<file path="config.mk">
export PLATFORM = sky130hd
export DESIGN_NAME = fasta_record_parser_flat
export DESIGN_NICKNAME = d
export VERILOG_FILES = /design/src/rtl/fsp_pkg.sv /design/src/rtl/fsp_if.sv /design/src/rtl/fsp_step.sv /design/src/rtl/fsp_queue.sv /design/src/rtl/fasta_record_parser.sv /design/src/flat_wrapper.sv
export SDC_FILE = /design/constraint.sdc
export NUM_CORES = 1
export LEC_CHECK = 0
export BUFFER_PORTS_ARGS = -buffer_cell sky130_fd_sc_hd__buf_2
export CAP_MARGIN = 25
export CORE_ASPECT_RATIO = 1.1
export CORE_UTILIZATION = 50
export CTS_BUF_LIST = sky130_fd_sc_hd__clkbuf_8 sky130_fd_sc_hd__clkbuf_16
export CTS_CLUSTER_SIZE = 24
export DETAILED_ROUTE_END_ITERATION = 8
export GPL_TIMING_DRIVEN = 0
export PLACE_DENSITY = 0.77
export SYNTH_ARGS = -nofsm -noshare
export SYNTH_HDL_FRONTEND = slang
export SYNTH_SLANG_ARGS = --single-unit
</file>
<file path="constraint.sdc">
create_clock -name i_clk -period 6 [get_ports i_clk]
set_input_delay 0.6 -clock i_clk [delete_from_list [all_inputs] [get_ports i_clk]]
set_output_delay 0.6 -clock i_clk [all_outputs]
set_load 0.01 [all_outputs]
</file>
<file path="src/rtl/fsp_pkg.sv">
// Package: shared types, constants and helpers for the FASTA record parser.
`timescale 1ns / 1ps

package fsp_pkg;

    // Width of the internal nucleotide counter (saturating).
    localparam int COUNT_BITS = 32;
    // Width of the count reported on a close result.
    localparam int SEQ_COUNT_W = 32;

    localparam logic [7:0] CHAR_GT    = 8'h3E;  // '>'
    localparam logic [7:0] CHAR_NL    = 8'h0A;  // '\n'
    localparam logic [7:0] CHAR_SPACE = 8'h20;  // ' '

    localparam logic [1:0] KIND_NAME  = 2'd0;
    localparam logic [1:0] KIND_NUC   = 2'd1;
    localparam logic [1:0] KIND_CLOSE = 2'd2;

    localparam logic [3:0] NUC_INVALID = 4'd15;

    typedef enum logic [2:0] {
        MODE_SKIP,
        MODE_NAME,
        MODE_NAME_NL,
        MODE_SEQ,
        MODE_SEQ_NL
    } t_mode;

    typedef logic [COUNT_BITS-1:0] t_count;

    typedef struct packed {
        logic [1:0]             kind;
        logic [7:0]             value;
        logic [SEQ_COUNT_W-1:0] seq_count;
        logic                   run_last;
    } t_result;

    // Results of one byte, in delivery order.
    typedef struct packed {
        logic [1:0] num;
        t_result    res0;
        t_result    res1;
    } t_step_out;

    localparam t_count COUNT_MAX = '1;

    // IUPAC code of a byte, case folded; NUC_INVALID when not a code.
    function automatic logic [3:0] nuc_code(input logic [7:0] b);
        logic [7:0] u;
        logic [3:0] c;
        u = ((b >= 8'h61) && (b <= 8'h7A)) ? (b - 8'd32) : b;
        case (u)
            8'h41:   c = 4'd0;   // A
            8'h43:   c = 4'd1;   // C
            8'h47:   c = 4'd2;   // G
            8'h54:   c = 4'd3;   // T
            8'h52:   c = 4'd4;   // R
            8'h59:   c = 4'd5;   // Y
            8'h4B:   c = 4'd6;   // K
            8'h4D:   c = 4'd7;   // M
            8'h53:   c = 4'd8;   // S
            8'h57:   c = 4'd9;   // W
            8'h42:   c = 4'd10;  // B
            8'h44:   c = 4'd11;  // D
            8'h48:   c = 4'd12;  // H
            8'h56:   c = 4'd13;  // V
            8'h4E:   c = 4'd14;  // N
            default: c = NUC_INVALID;
        endcase
        return c;
    endfunction

    // Reported count, clamped to the output width.
    function automatic logic [SEQ_COUNT_W-1:0] sat_count(input t_count c);
        logic [63:0] w;
        w = 64'(c);
        return (w > 64'({SEQ_COUNT_W{1'b1}})) ? {SEQ_COUNT_W{1'b1}} : w[SEQ_COUNT_W-1:0];
    endfunction

endpackage

</file>
<file path="src/rtl/fsp_if.sv">
// Interfaces: byte request channel and result request channel.
`timescale 1ns / 1ps

interface fsp_in_if
    import fsp_pkg::*;
();
    logic       valid;
    logic       ready;
    logic [7:0] in_byte;
    logic       stream_end;

    modport source (output valid, output in_byte, output stream_end, input ready);
    modport sink   (input valid, input in_byte, input stream_end, output ready);
endinterface

interface fsp_out_if
    import fsp_pkg::*;
();
    logic                   valid;
    logic                   ready;
    logic [1:0]             kind;
    logic [7:0]             value;
    logic [SEQ_COUNT_W-1:0] seq_count;
    logic                   run_last;

    modport source (output valid, output kind, output value, output seq_count,
                    output run_last, input ready);
    modport sink   (input valid, input kind, input value, input seq_count,
                    input run_last, output ready);
endinterface

</file>
<file path="src/rtl/fsp_step.sv">
// Per-byte parse logic: next mode, next count and the results of one byte.
`timescale 1ns / 1ps

module fsp_step
    import fsp_pkg::*;
(
    input  t_mode      i_mode,
    input  t_count     i_count,
    input  logic [7:0] i_byte,
    input  logic       i_last,
    output t_mode      o_mode,
    output t_count     o_count,
    output t_step_out  o_res
);

    logic       is_nl;
    logic       is_gt;
    logic [3:0] code;
    logic       code_ok;
    t_count     count_inc;
    t_mode      mode_a;
    t_count     count_a;

    assign is_nl     = (i_byte == CHAR_NL);
    assign is_gt     = (i_byte == CHAR_GT);
    assign code      = nuc_code(i_byte);
    assign code_ok   = (code != NUC_INVALID);
    assign count_inc = (i_count != COUNT_MAX) ? (i_count + t_count'(1)) : i_count;

    // Next state
    always_comb begin
        mode_a  = i_mode;
        count_a = i_count;
        case (i_mode)
            MODE_NAME: begin
                mode_a = is_nl ? MODE_NAME_NL : MODE_NAME;
            end
            MODE_NAME_NL, MODE_SEQ, MODE_SEQ_NL: begin
                if (is_gt && (i_mode != MODE_SEQ)) begin
                    mode_a = MODE_NAME;
                    if (i_mode == MODE_SEQ_NL) begin
                        count_a = '0;
                    end
                end else if (is_nl) begin
                    mode_a = MODE_SEQ_NL;
                end else begin
                    mode_a = MODE_SEQ;
                    if (code_ok) begin
                        count_a = count_inc;
                    end
                end
            end
            default: begin
                if (is_gt) begin
                    mode_a  = MODE_NAME;
                    count_a = '0;
                end else begin
                    mode_a = MODE_SKIP;
                end
            end
        endcase
        o_mode  = i_last ? MODE_SKIP : mode_a;
        o_count = i_last ? '0 : count_a;
    end

    // Results
    always_comb begin
        logic    a_valid;
        logic    c_valid;
        t_result a;
        t_result c;
        a_valid     = 1'b0;
        a           = '0;
        c           = '0;
        c.kind      = KIND_CLOSE;
        c.seq_count = sat_count(count_a);
        c.run_last  = 1'b1;
        c_valid     = i_last && (mode_a != MODE_SKIP);
        case (i_mode)
            MODE_NAME: begin
                a_valid = !is_nl;
                a.kind  = KIND_NAME;
                a.value = i_byte;
            end
            MODE_NAME_NL, MODE_SEQ, MODE_SEQ_NL: begin
                if (is_gt && (i_mode == MODE_NAME_NL)) begin
                    a_valid = 1'b1;
                    a.kind  = KIND_NAME;
                    a.value = CHAR_SPACE;
                end else if (is_gt && (i_mode == MODE_SEQ_NL)) begin
                    a_valid     = 1'b1;
                    a.kind      = KIND_CLOSE;
                    a.seq_count = sat_count(i_count);
                end else begin
                    a_valid = !is_nl && code_ok;
                    a.kind  = KIND_NUC;
                    a.value = {4'd0, code};
                end
            end
            default: begin
                a_valid = 1'b0;
            end
        endcase
        a.run_last = !c_valid;
        o_res.num  = {1'b0, a_valid} + {1'b0, c_valid};
        o_res.res0 = a_valid ? a : c;
        o_res.res1 = c;
    end

endmodule

</file>
<file path="src/rtl/fsp_queue.sv">
// Result queue: four entries, takes up to two results a cycle, gives one.
`timescale 1ns / 1ps

module fsp_queue
    import fsp_pkg::*;
(
    input  logic      i_clk,
    input  logic      i_rst_n,
    input  logic      i_push,
    input  t_step_out i_res,
    input  logic      i_pop,
    output logic      o_room,
    output logic      o_valid,
    output t_result   o_head
);

    localparam int Depth = 4;

    t_result    r_q [Depth];
    t_result    n_q [Depth];
    logic [2:0] r_cnt;
    logic [2:0] n_cnt;
    logic [2:0] base;
    logic [2:0] add;
    logic       pop_ok;

    assign pop_ok  = i_pop && (r_cnt != 3'd0);
    assign base    = r_cnt - {2'd0, pop_ok};
    assign add     = i_push ? {1'b0, i_res.num} : 3'd0;
    assign n_cnt   = base + add;
    assign o_room  = (r_cnt <= 3'd2);
    assign o_valid = (r_cnt != 3'd0);
    assign o_head  = r_q[0];

    always_comb begin
        for (int i = 0; i < Depth; i++) begin
            if (pop_ok && (i < Depth - 1)) begin
                n_q[i] = r_q[i + 1];
            end else begin
                n_q[i] = r_q[i];
            end
            if ((add != 3'd0) && (3'(i) == base)) begin
                n_q[i] = i_res.res0;
            end
            if ((add == 3'd2) && (3'(i) == base + 3'd1)) begin
                n_q[i] = i_res.res1;
            end
        end
    end

    always_ff @(posedge i_clk) begin
        if (!i_rst_n) begin
            r_cnt <= '0;
        end else begin
            r_cnt <= n_cnt;
        end
    end

    always_ff @(posedge i_clk) begin
        for (int i = 0; i < Depth; i++) begin
            r_q[i] <= n_q[i];
        end
    end

endmodule

</file>
<file path="src/rtl/fasta_record_parser.sv">
// Top level: FASTA record parser, one text byte per request.
`timescale 1ns / 1ps

// FASTA record parser. Takes one byte of FASTA text per input request and
// emits name characters, IUPAC nucleotide codes (A=0 .. N=14, case folded,
// invalid bytes dropped) and a record-closed result that carries the
// saturating nucleotide count. A byte gives zero, one or two results; the
// last result of each byte has run_last set. Parse state (mode and count)
// updates in the same cycle a byte is accepted, and the results land in a
// four-entry result queue, so a byte can be taken every cycle as long as the
// queue holds at most two entries. Sustained rate: one byte per cycle while
// each byte gives at most one result and output ready stays high; bytes that
// give two results are bounded by the output side at one result per cycle.
// Input ready depends only on the queue fill, never on the output ready of
// the same cycle. No configuration.

module fasta_record_parser
    import fsp_pkg::*;
(
    input  logic i_clk,
    input  logic i_rst_n,
    fsp_in_if.sink    i_in,
    fsp_out_if.source o_out
);

    t_mode     r_mode;
    t_mode     n_mode;
    t_count    r_count;
    t_count    n_count;
    t_step_out step_res;
    t_result   head;
    logic      room;
    logic      accept;

    assign i_in.ready = room;
    assign accept     = i_in.valid && room;

    // Byte decode and state update
    fsp_step u_step (
        .i_mode  (r_mode),
        .i_count (r_count),
        .i_byte  (i_in.in_byte),
        .i_last  (i_in.stream_end),
        .o_mode  (n_mode),
        .o_count (n_count),
        .o_res   (step_res)
    );

    always_ff @(posedge i_clk) begin
        if (!i_rst_n) begin
            r_mode  <= MODE_SKIP;
            r_count <= '0;
        end else if (accept) begin
            r_mode  <= n_mode;
            r_count <= n_count;
        end
    end

    // Result buffering toward the output channel
    fsp_queue u_queue (
        .i_clk   (i_clk),
        .i_rst_n (i_rst_n),
        .i_push  (accept),
        .i_res   (step_res),
        .i_pop   (o_out.ready),
        .o_room  (room),
        .o_valid (o_out.valid),
        .o_head  (head)
    );

    assign o_out.kind      = head.kind;
    assign o_out.value     = head.value;
    assign o_out.seq_count = head.seq_count;
    assign o_out.run_last  = head.run_last;

endmodule

</file>
<file path="src/flat_wrapper.sv">
// flat-port wrapper written by rule: the top's interface ports become plain ports
module fasta_record_parser_flat import fsp_pkg::*;
  (i_clk, i_rst_n, i_in_valid, i_in_in_byte, i_in_stream_end, i_in_ready, o_out_valid, o_out_kind, o_out_value, o_out_seq_count, o_out_run_last, o_out_ready);
  fsp_in_if i_in_i ();
  fsp_out_if o_out_i ();
  input  logic i_clk;
  input  logic i_rst_n;
  input wire logic [$bits(i_in_i.valid)-1:0] i_in_valid;
  input wire logic [$bits(i_in_i.in_byte)-1:0] i_in_in_byte;
  input wire logic [$bits(i_in_i.stream_end)-1:0] i_in_stream_end;
  output wire logic [$bits(i_in_i.ready)-1:0] i_in_ready;
  output wire logic [$bits(o_out_i.valid)-1:0] o_out_valid;
  output wire logic [$bits(o_out_i.kind)-1:0] o_out_kind;
  output wire logic [$bits(o_out_i.value)-1:0] o_out_value;
  output wire logic [$bits(o_out_i.seq_count)-1:0] o_out_seq_count;
  output wire logic [$bits(o_out_i.run_last)-1:0] o_out_run_last;
  input wire logic [$bits(o_out_i.ready)-1:0] o_out_ready;
  assign i_in_i.valid = i_in_valid;
  assign i_in_i.in_byte = i_in_in_byte;
  assign i_in_i.stream_end = i_in_stream_end;
  assign i_in_ready = i_in_i.ready;
  assign o_out_valid = o_out_i.valid;
  assign o_out_kind = o_out_i.kind;
  assign o_out_value = o_out_i.value;
  assign o_out_seq_count = o_out_i.seq_count;
  assign o_out_run_last = o_out_i.run_last;
  assign o_out_i.ready = o_out_ready;
  fasta_record_parser u_core (.i_clk(i_clk), .i_rst_n(i_rst_n), .i_in(i_in_i), .o_out(o_out_i));
endmodule
</file>
==> impl_metrics.yaml, run 1 <==
finish:
  drive_gt1_frac: 0.128
  areaGrowthSynthToFinish_pct: 12.5
  nets: 1452
  num_antenna_cells: 0
synth:
  syn_inst: 1349
  synthFlopType: "edfxtp_1"
  async_flop_share: 0
  synth_cell_types: 94
  synth_area_sq_um: 11700
  avgSynthCellArea_sq_um: 8.70
  yosysSeqAreaShare: 0.467
  syn_nets: 1370
  ys_ff_latch: 210
  yosysWarnings: 0
  synth_edf_count: 128
critical_path:
  r2r_end: "u_core.u_queue.r_q[1][21]$_DFFE_PP_"
  crit_fanout: 32
  crit_type: "in -> reg"
  path_delay_family: "buffers and inverters"
  slowest_stage: "o211ai_4"
  worstPathArrival_ps: 5650
  worstReg2RegStart: "u_core.r_mode[1]$_SDFFE_PN0P_"
  cp.depth: 18
  end_kind: "register"
  cp-start-kind: "primary input"
  crit_buf_inv: 8
  slowest_delay_ps: 570
  reg2reg_slack_ps: 900
  cpMostUsedCell: "clkbuf_1"
  crit_required_ps: 6090
  worstPathCellList: "buf_2 > buf_4 > nor3_1 > o41ai_2 > nand3_1 > o211ai_4 > and2_1 > buf_2 > inv_1 > ha_1 > clkbuf_1 > nor2_1 > nand4b_1 > or2_2 > clkbuf_1 > clkbuf_1 > clkbuf_2 > nand3_4"
  r2r_cells: 17
place:
  pre_cts_slack_ps: -628
  place.gp.congestion: 1.04
  io_buffers: 53
  dp_hpwl_um: 29000
power_and_ir_drop:
  p_seq_frac: 0.475
  combinationalPowerShare: 0.150
  switching_share: 0.277
  p_sw_mw: 1.03
  p_leak_nw: 4.34
  p_int_mw: 2.69
  p_per_area_nw_per_um2: 282
  power_frac_clock: 0.375
  ir_worst_vdd_uv: 140
sta:
  setup_slack_ps: 442
  finalSetupViolCount: 0
  whs_ps: 464
  hold_violations: 0
  fmax_ghz: 0.180
  relSlewSlack: 0.173
  period_share: 0.926
  tightest_slew_ps: 1230
  rsz0062_at_grt: "no"
  period_needed_ps: 5560
  skew_ps: 17.7
  slew_viol_final: 0
clocking:
  cts_tree: "built"
  cts_hold_buf: 0
  cts_setup_buffers: 0
  htreeDepth: 1
  root_buffer: "clkbuf_16"
  cts_buffer_depth: 3
  clk_pin_slew_ps: 60
  numCtsBuffers: 23
  clock_latency_ps: 520
  clkSinkCount: 210
die:
  coreArea_sq_um: 22900
  rows: 58
  die_x_um: 148
  die_y_um: 163
  ioPinCount: 58
  initial_core_util: 0.512
  die_area_sq_um: 24100
route:
  drt_iter0_markers: 1618
  detail-route-antenna-nets: 0
  wl_per_cell_um: 23.0
  num_vias: 11486
  avgViaCountPerCell: 6.57
  drtPass1Iterations: 6
  drc_errors: 0
  drt-total-wl_um: 40200
worst_hold_path:
  hold_depth: 2
  min_from: "u_core.u_queue.r_q[3][33]$_SDFFE_PP0P_"
  hp-class: "reg -> reg"
  min_to: "u_core.u_queue.r_q[3][33]$_SDFFE_PP0P_"
grt:
  grt_pass1_wl_um: 61200
  grt_max_degree: 33
  grt_usage: 0.332
  overflow: 0
  antenna_found_initial: 1
  grt_pass1_vias: 10647
run_status:
  status: "complete, no violations"
job:
  maxCapViolCount: 0
sequential cells by signal (all words and copies together), names as in the netlist:
name,cells
u_core.r_mode,3
u_core.u_queue.r_cnt,3
u_core.r_count,32
u_core.u_queue.r_q,172
cells by family after synthesis:
group / after synthesis / synth area share
muxes: 17 / 0.0163
DFF: 210 / 0.467
xor gates and xnor gates: 6 / 0.00448
AOI/OAI and AO/OA: 444 / 0.245
adders and majority gates: 8 / 0.00917
buffers and inverters: 143 / 0.0506
and+or+nand+nor: 521 / 0.207
layout make-up:
cell class                 count  area (sq um)
inverter                      20          75.1
clock inverter                16           121
timing repair buffer          57           307
fill                        2081          9730
buffer                       123           522
multi-input combinational    996          5700
tap                          300           375
sequential                   210          5490
clock buffer                  26           617
how the worst max path moves through the flow:
| stage | to | startpoint | slack, ps |
|---|---|---|---|
| floorplan | u_core.u_queue.r_q[0][10]$_DFFE_PP_ | i_in_in_byte[4] | 910 |
| global placement | u_core.u_queue.r_q[1][22]$_DFFE_PP_ | i_in_in_byte[2] | -1170 |
| detailed placement | u_core.u_queue.r_q[1][22]$_DFFE_PP_ | i_in_in_byte[2] | -630 |
| CTS | u_core.u_queue.r_q[2][21]$_DFFE_PP_ | i_in_in_byte[2] | 190 |
| global route | u_core.u_queue.r_q[0][23]$_DFFE_PP_ | i_in_in_byte[2] | 110 |
| finish | u_core.u_queue.r_q[1][21]$_DFFE_PP_ | i_in_in_byte[2] | 440 |
power groups by stage:
stage	Clock, mW	Sequential (mW)	Combinational [mW]
floorplan	0	1.82	0.348
global placement	0	1.80	0.525
detailed placement	0	1.80	0.543
CTS	1.40	1.77	0.552
global route	1.44	1.78	0.616
finish	1.40	1.77	0.559
through the flow:
stage	util	power [mW]	cell area (sq um)	setup TNS [ps]	std cells
after global routing	0.576	3.84	13200	0	1748
after floorplan	-	2.17	11700	0	1349
after detailed placement	0.542	2.34	12400	-48840	1705
after CTS	0.575	3.71	13200	0	1747
after global placement	0.540	2.33	12400	-101500	1702
final	0.576	3.72	13200	0	1748
tightest hold or removal path: stages, from the launching register on:
cell and delay [ps]:
dfxtp_1 330, nand2_1 50, o21ai_0 60
synth_stat cells (all sizes together) (4+ instances only):
cell type / instances / area share
ha: 7 / 0.0075
nand4: 14 / 0.0087
o311a: 5 / 0.0043
nor2b: 6 / 0.0032
edfxtp: 128 / 0.33
nor3: 24 / 0.011
or3: 8 / 0.0043
a41oi: 4 / 0.0030
o2111ai: 4 / 0.0050
o211ai: 4 / 0.0042
nand2b: 9 / 0.0048
or2: 8 / 0.0043
o41ai: 5 / 0.0044
nand3: 30 / 0.013
a311oi: 4 / 0.0030
mux2i: 9 / 0.0077
nand2: 206 / 0.067
xnor2: 4 / 0.0030
buf: 43 / 0.019
nor2: 145 / 0.047
clkbuf: 80 / 0.026
mux2: 8 / 0.0086
and2: 6 / 0.0032
nor3b: 4 / 0.0026
o21ai: 90 / 0.039
or4: 8 / 0.0058
and3: 24 / 0.013
a22oi: 8 / 0.0051
dfxtp: 82 / 0.14
o31ai: 17 / 0.011
nor4: 15 / 0.010
a31oi: 19 / 0.010
a211oi: 29 / 0.020
a21oi: 114 / 0.050
inv: 20 / 0.0064
a22o: 4 / 0.0030
o22ai: 102 / 0.055
layer usage:
metal,wire length [um],track usage
met1,15800,0.446
met2,18300,0.524
met3,4280,0.0563
met4,1750,0.150
met5,13,0
placed cells by master, fill, tap and decap left out, types with 19 or more instances in the layout:
cell / synthesis / routed
buf_2: 24 / 78
clkbuf_1: 79 / 77
a211oi_1: 26 / 26
edfxtp_1: 128 / 128
o22ai_1: 100 / 100
dfxtp_1: 82 / 82
and3_1: 24 / 24
a21oi_1: 111 / 111
clkbuf_16: 0 / 23
nor2_1: 144 / 144
inv_1: 19 / 22
nor3_1: 22 / 22
nand3_1: 30 / 27
nand2_1: 205 / 205
a31oi_1: 19 / 19
o21ai_0: 74 / 74
timing repair:
| action | CTS | global route |
|---|---|---|
| cloned | 0 | 0 |
| setup endpoints to repair | 64 | 96 |
| pin swaps | 0 | 0 |
| resized for setup | 2 | 6 |
(Power assumes the default switching activity.)
==> inputs of run 2 (changes only) <==
--- a/config.mk
+++ b/config.mk
@@ -7,9 +7,9 @@
 export LEC_CHECK = 0
 export BUFFER_PORTS_ARGS = -buffer_cell sky130_fd_sc_hd__buf_2
 export CAP_MARGIN = 25
-export CORE_ASPECT_RATIO = 1.1
+export CORE_ASPECT_RATIO = 0.75
 export CORE_UTILIZATION = 50
-export CTS_BUF_LIST = sky130_fd_sc_hd__clkbuf_8 sky130_fd_sc_hd__clkbuf_16
+export CTS_BUF_LIST = sky130_fd_sc_hd__clkbuf_16
 export CTS_CLUSTER_SIZE = 24
 export DETAILED_ROUTE_END_ITERATION = 8
 export GPL_TIMING_DRIVEN = 0
==> impl_metrics.yaml, run 2 (synthesis results as in run 1) <==
finish:
  regArea_sq_um: 5490
  areaGrowthSynthToFinish_pct: 12.6
  largestRegisters: "u_core.u_queue.r_q: 172 flops, u_core.r_count: 32 flops"
  num_antenna_cells: 0
  final_common_cell: "nand2_1"
  drive_gt1_frac: 0.127
  largest_reg_flops: 172
  fin_area_sq_um: 13200
  multi_input_area_sq_um: 5690
  top_register: "u_core.u_queue.r_q"
  layout_common_cells: "nand2_1, nor2_1, edfxtp_1"
  nets: 1455
  fillCellCount: 2078
clocking:
  cts_setup_buffers: 0
  numCtsBuffers: 23
  cts_tree: "built"
  root_buffer: "clkbuf_16"
  htreeDepth: 1
  clkSinkCount: 210
  clock_latency_ps: 530
  cts_buffer_depth: 3
  clk_pin_slew_ps: 60
sta:
  finalSetupViolCount: 0
  hold_violations: 0
  tightest_slew_ps: 1180
  fmax_ghz: 0.173
  period_share: 0.961
  skew_ps: 18.3
  whs_ps: 459
  slew_viol_final: 0
  rsz0062_at_grt: "no"
  relSlewSlack: 0.208
  period_needed_ps: 5770
run_status:
  status: "complete, no violations"
route:
  drc_errors: 0
  avgViaCountPerCell: 6.60
  drtPass1Iterations: 7
  drt_iter0_markers: 1547
  num_vias: 11558
  wl_per_cell_um: 23.5
  detail-route-antenna-nets: 0
  drt-total-wl_um: 41100
grt:
  antenna_found_initial: 0
  grt_pass1_vias: 10457
  grt_pass1_wl_um: 61900
  grt_usage: 0.340
  grt_max_degree: 33
  overflow: 0
power_and_ir_drop:
  power_mw: 3.74
  ir_worst_vdd_uv: 170
  combinationalPowerShare: 0.152
  p_sw_mw: 1.04
  switching_share: 0.278
  p_leak_nw: 4.35
  p_per_area_nw_per_um2: 283
  p_seq_frac: 0.471
  p_int_mw: 2.70
  power_frac_clock: 0.377
die:
  initial_core_util: 0.510
  ioPinCount: 58
  die_x_um: 179
  rows: 48
  die_y_um: 135
  die_area_sq_um: 24100
  coreArea_sq_um: 23000
place:
  dp_hpwl_um: 30100
  io_buffers: 53
  placed_area_sq_um: 12500
  place.gp.congestion: 1.02
critical_path:
  end_kind: "register"
  worstPathArrival_ps: 6030
  crit_fanout: 30
  crit_type: "in -> reg"
  crit_required_ps: 6260
  cp-start-kind: "primary input"
worst_hold_path:
  hp-class: "reg -> reg"
job:
  maxCapViolCount: 0
run 2: worst paths after layout:
path / from / endpoint / slack, ps / depth (start not counted)
min: u_core.u_queue.r_q[3][36]$_SDFFE_PP0P_ / u_core.u_queue.r_q[3][36]$_SDFFE_PP0P_ / 460 / 2
max: i_in_in_byte[2] / u_core.u_queue.r_q[0][20]$_DFFE_PP_ / 230 / 19
min reg2reg: u_core.u_queue.r_q[3][36]$_SDFFE_PP0P_ / u_core.u_queue.r_q[3][36]$_SDFFE_PP0P_ / 460 / 2
max reg2reg: u_core.r_mode[1]$_SDFFE_PN0P_ / u_core.u_queue.r_q[0][20]$_DFFE_PP_ / 630 / 17
run 2: cell type report:
cell class                      count  area share
Multi-Input combinational cell    996       0.430
Timing Repair Buffer               60      0.0258
Clock buffer                       23      0.0435
Tap cell                          300      0.0284
Sequential cell                   210       0.415
Inverter                           20     0.00568
Clock inverter                     18      0.0118
Buffer                            123      0.0394
run 2: power by group through the flow:
stage               Sequential, mW  Clock, mW  Combinational, mW
floorplan                     1.82          0              0.348
global placement              1.80          0              0.527
detailed placement            1.80          0              0.555
CTS                           1.77       1.41              0.560
global route                  1.78       1.46              0.627
finish                        1.77       1.41              0.569
run 2: metal layers:
metal,track usage,vias to the layer above,routed length [um]
li1,-,5195,-
met1,0.502,5569,17700
met2,0.475,710,16800
met3,0.0960,84,5240
met4,0.109,0,1330
met5,0,-,0
run 2: through the flow:
step / instances / util / worst slack, ps / setup TNS [ps]
floorplan: 1349 / - / 910 / 0
global placement: 1702 / 0.538 / -1300 / -111600
detailed placement: 1708 / 0.542 / -685 / -37300
CTS: 1749 / 0.574 / 139 / 0
global route: 1750 / 0.575 / 72.5 / 0
finish: 1750 / 0.575 / 232 / 0
run 2: worst max-delay path, cell delays in order:
cell	delay, ps
buf_2	130
buf_4	180
nor3_1	90
o41ai_2	370
nand3_1	400
o211ai_4	570
and2_1	190
buf_2	170
inv_1	170
ha_1	220
clkbuf_1	220
nor2_1	170
nand4b_1	250
or2_2	200
clkbuf_1	170
clkbuf_1	580
clkbuf_1	670
nand3_2	340
buf_12	270
run 2: what timing repair did:
| action | 4_1_cts | 5_1_grt |
|---|---|---|
| gates resized for setup | 1 | 3 |
| hold buffers | 0 | 0 |
| hold endpoints to repair | 0 | 0 |
| gates cloned | 0 | 0 |
| endpoints found under the setup margin | 32 | 64 |
==> inputs of run 3 (changes only) <==
--- a/config.mk
+++ b/config.mk
@@ -5,15 +5,15 @@
 export SDC_FILE = /design/constraint.sdc
 export NUM_CORES = 1
 export LEC_CHECK = 0
-export BUFFER_PORTS_ARGS = -buffer_cell sky130_fd_sc_hd__buf_2
+export BUFFER_PORTS_ARGS = -buffer_cell sky130_fd_sc_hd__clkbuf_2
 export CAP_MARGIN = 25
 export CORE_ASPECT_RATIO = 0.75
 export CORE_UTILIZATION = 50
-export CTS_BUF_LIST = sky130_fd_sc_hd__clkbuf_16
+export CTS_BUF_LIST = sky130_fd_sc_hd__clkbuf_4
 export CTS_CLUSTER_SIZE = 24
 export DETAILED_ROUTE_END_ITERATION = 8
 export GPL_TIMING_DRIVEN = 0
-export PLACE_DENSITY = 0.77
+export PLACE_DENSITY = 0.72
 export SYNTH_ARGS = -nofsm -noshare
 export SYNTH_HDL_FRONTEND = slang
 export SYNTH_SLANG_ARGS = --single-unit
==> impl_metrics.yaml, run 3 (synthesis results as in run 1) <==
die:
  ioPinCount: 58
  coreArea_sq_um: 23000
  rows: 48
  die_x_um: 179
  die_area_sq_um: 24100
  initial_core_util: 0.510
  die_y_um: 135
route:
  drt_iter0_markers: 1567
  drc_errors: 0
  num_vias: 11666
  drtPass1Iterations: 7
  drt-total-wl_um: 41500
  wl_per_cell_um: 23.0
  avgViaCountPerCell: 6.46
  detail-route-antenna-nets: 0
finish:
  nets: 1483
  largestRegisters: "u_core.u_queue.r_q: 172 flops, u_core.r_count: 32 flops"
  layout_common_cells: "nand2_1, nor2_1, edfxtp_1"
  fin_area_sq_um: 13200
  top_register: "u_core.u_queue.r_q"
  areaGrowthSynthToFinish_pct: 12.3
  fillCellCount: 2143
  final_common_cell: "nand2_1"
  drive_gt1_frac: 0.159
  largest_reg_flops: 172
  instances_no_fill: 1805
  fin_util: 0.573
grt:
  grt_max_degree: 33
  antenna_found_initial: 1
  grt_usage: 0.343
  grt_pass1_vias: 10446
  overflow: 0
  grt_pass1_wl_um: 62000
critical_path:
  crit_required_ps: 6410
  worstPathArrival_ps: 6120
  crit_type: "in -> reg"
  cp-start-kind: "primary input"
  path_delay_family: "buffers and inverters"
  cpMostUsedCell: "clkbuf_1"
  slowest_delay_ps: 670
  crit_buf_inv: 9
  slowest_stage: "clkbuf_1"
  end_kind: "register"
  crit_fanout: 30
  worstPathCellList: "clkbuf_2 > buf_4 > nor3_1 > o41ai_2 > nand3_1 > o211ai_4 > and2_1 > buf_2 > inv_1 > ha_1 > clkbuf_1 > nor2_1 > nand4b_1 > or2_2 > clkbuf_1 > clkbuf_1 > clkbuf_1 > nand3_2 > buf_12"
job:
  maxCapViolCount: 0
sta:
  period_needed_ps: 5710
  whs_ps: 431
  relSlewSlack: 0.250
  period_share: 0.952
  hold_violations: 0
  skew_ps: 50.7
  tightest_slew_ps: 1120
  fin_tns_setup_ps: 0
  slew_viol_final: 0
  setup_slack_ps: 289
  rsz0062_at_grt: "no"
  finalSetupViolCount: 0
  fmax_ghz: 0.175
power_and_ir_drop:
  p_leak_nw: 4.40
  p_per_area_nw_per_um2: 275
  ir_worst_vdd_uv: 111
  power_mw: 3.63
clocking:
  clock_latency_ps: 710
  clk_pin_slew_ps: 70
  cts_tree: "built"
  cts_hold_buf: 0
  root_buffer: "clkbuf_4"
  htreeDepth: 2
  cts_buffer_depth: 3
  numCtsBuffers: 53
  cts_setup_buffers: 0
  clkSinkCount: 210
place:
  io_buffers: 53
  dp_hpwl_um: 30300
  dp_cells: 1707
  place.gp.congestion: 1.01
  pre_cts_slack_ps: -786
  placed_area_sq_um: 12500
worst_hold_path:
  hp-class: "in -> reg"
run_status:
  status: "complete, no violations"
run 3: cell type report:
| type | instances | area [sq um] | share of cell area |
|---|---|---|---|
| plain buffers | 123 | 520 | 0.0395 |
| repair buffers | 58 | 327 | 0.0248 |
| clock inverters | 7 | 32.5 | 0.00247 |
| diodes | 2 | 5.00 | 0.000380 |
| flip-flops and latches | 210 | 5490 | 0.416 |
| multi-input cells | 996 | 5700 | 0.432 |
| clock buffers | 89 | 668 | 0.0507 |
| well taps | 300 | 375 | 0.0285 |
| inverters | 20 | 75.1 | 0.00569 |
run 3: metal layers:
| layer | track usage | part of all wire | vias up |
|---|---|---|---|
| met5 | 0 | 0 | - |
| met4 | 0.114 | 0.024 | 0 |
| met3 | 0.101 | 0.13 | 79 |
| met2 | 0.467 | 0.41 | 748 |
| met1 | 0.511 | 0.44 | 5550 |
| li1 | - | - | 5289 |
run 3: report_power, final:
group          switching [mW]  internal, mW  total [mW]  leakage [nW]
Clock                   0.628         0.665        1.29         0.428
Sequential             0.0427          1.72        1.77          1.92
Combinational           0.385         0.185       0.570          2.05
Total                    1.06          2.57        3.63          4.40
run 3: path summary, 6_finish.rpt:
check / from / slack (ps) / endpoint / depth (start not counted)
worst max-delay path: i_in_in_byte[2] / 290 / u_core.u_queue.r_q[0][17]$_DFFE_PP_ / 19
worst min-delay path: i_in_valid / 430 / u_core.u_queue.r_cnt[0]$_SDFF_PN0_ / 4
worst min register to register: u_core.u_queue.r_q[3][33]$_SDFFE_PP0P_ / 460 / u_core.u_queue.r_q[3][33]$_SDFFE_PP0P_ / 2
worst max register to register: u_core.r_mode[1]$_SDFFE_PN0P_ / 650 / u_core.u_queue.r_q[0][17]$_DFFE_PP_ / 17
run 3: worst reg2reg max path, stage by stage (launching register included):
cell and delay [ps]:
dfxtp_1 300, clkbuf_1 190, or3b_2 480, clkbuf_1 170, nand2_1 160, o211ai_4 200
and2_1 220, buf_2 160, inv_1 250, ha_1 330, nor2_1 130, nand4b_1 230
or2_2 190, clkbuf_1 160, clkbuf_1 570, clkbuf_1 680, nand3_2 370, buf_12 270
run 3: repair_timing:
| item | CTS | global route |
|---|---|---|
| gates resized for setup | 1 | 5 |
| setup endpoints to repair | 32 | 64 |
| cloned | 0 | 0 |
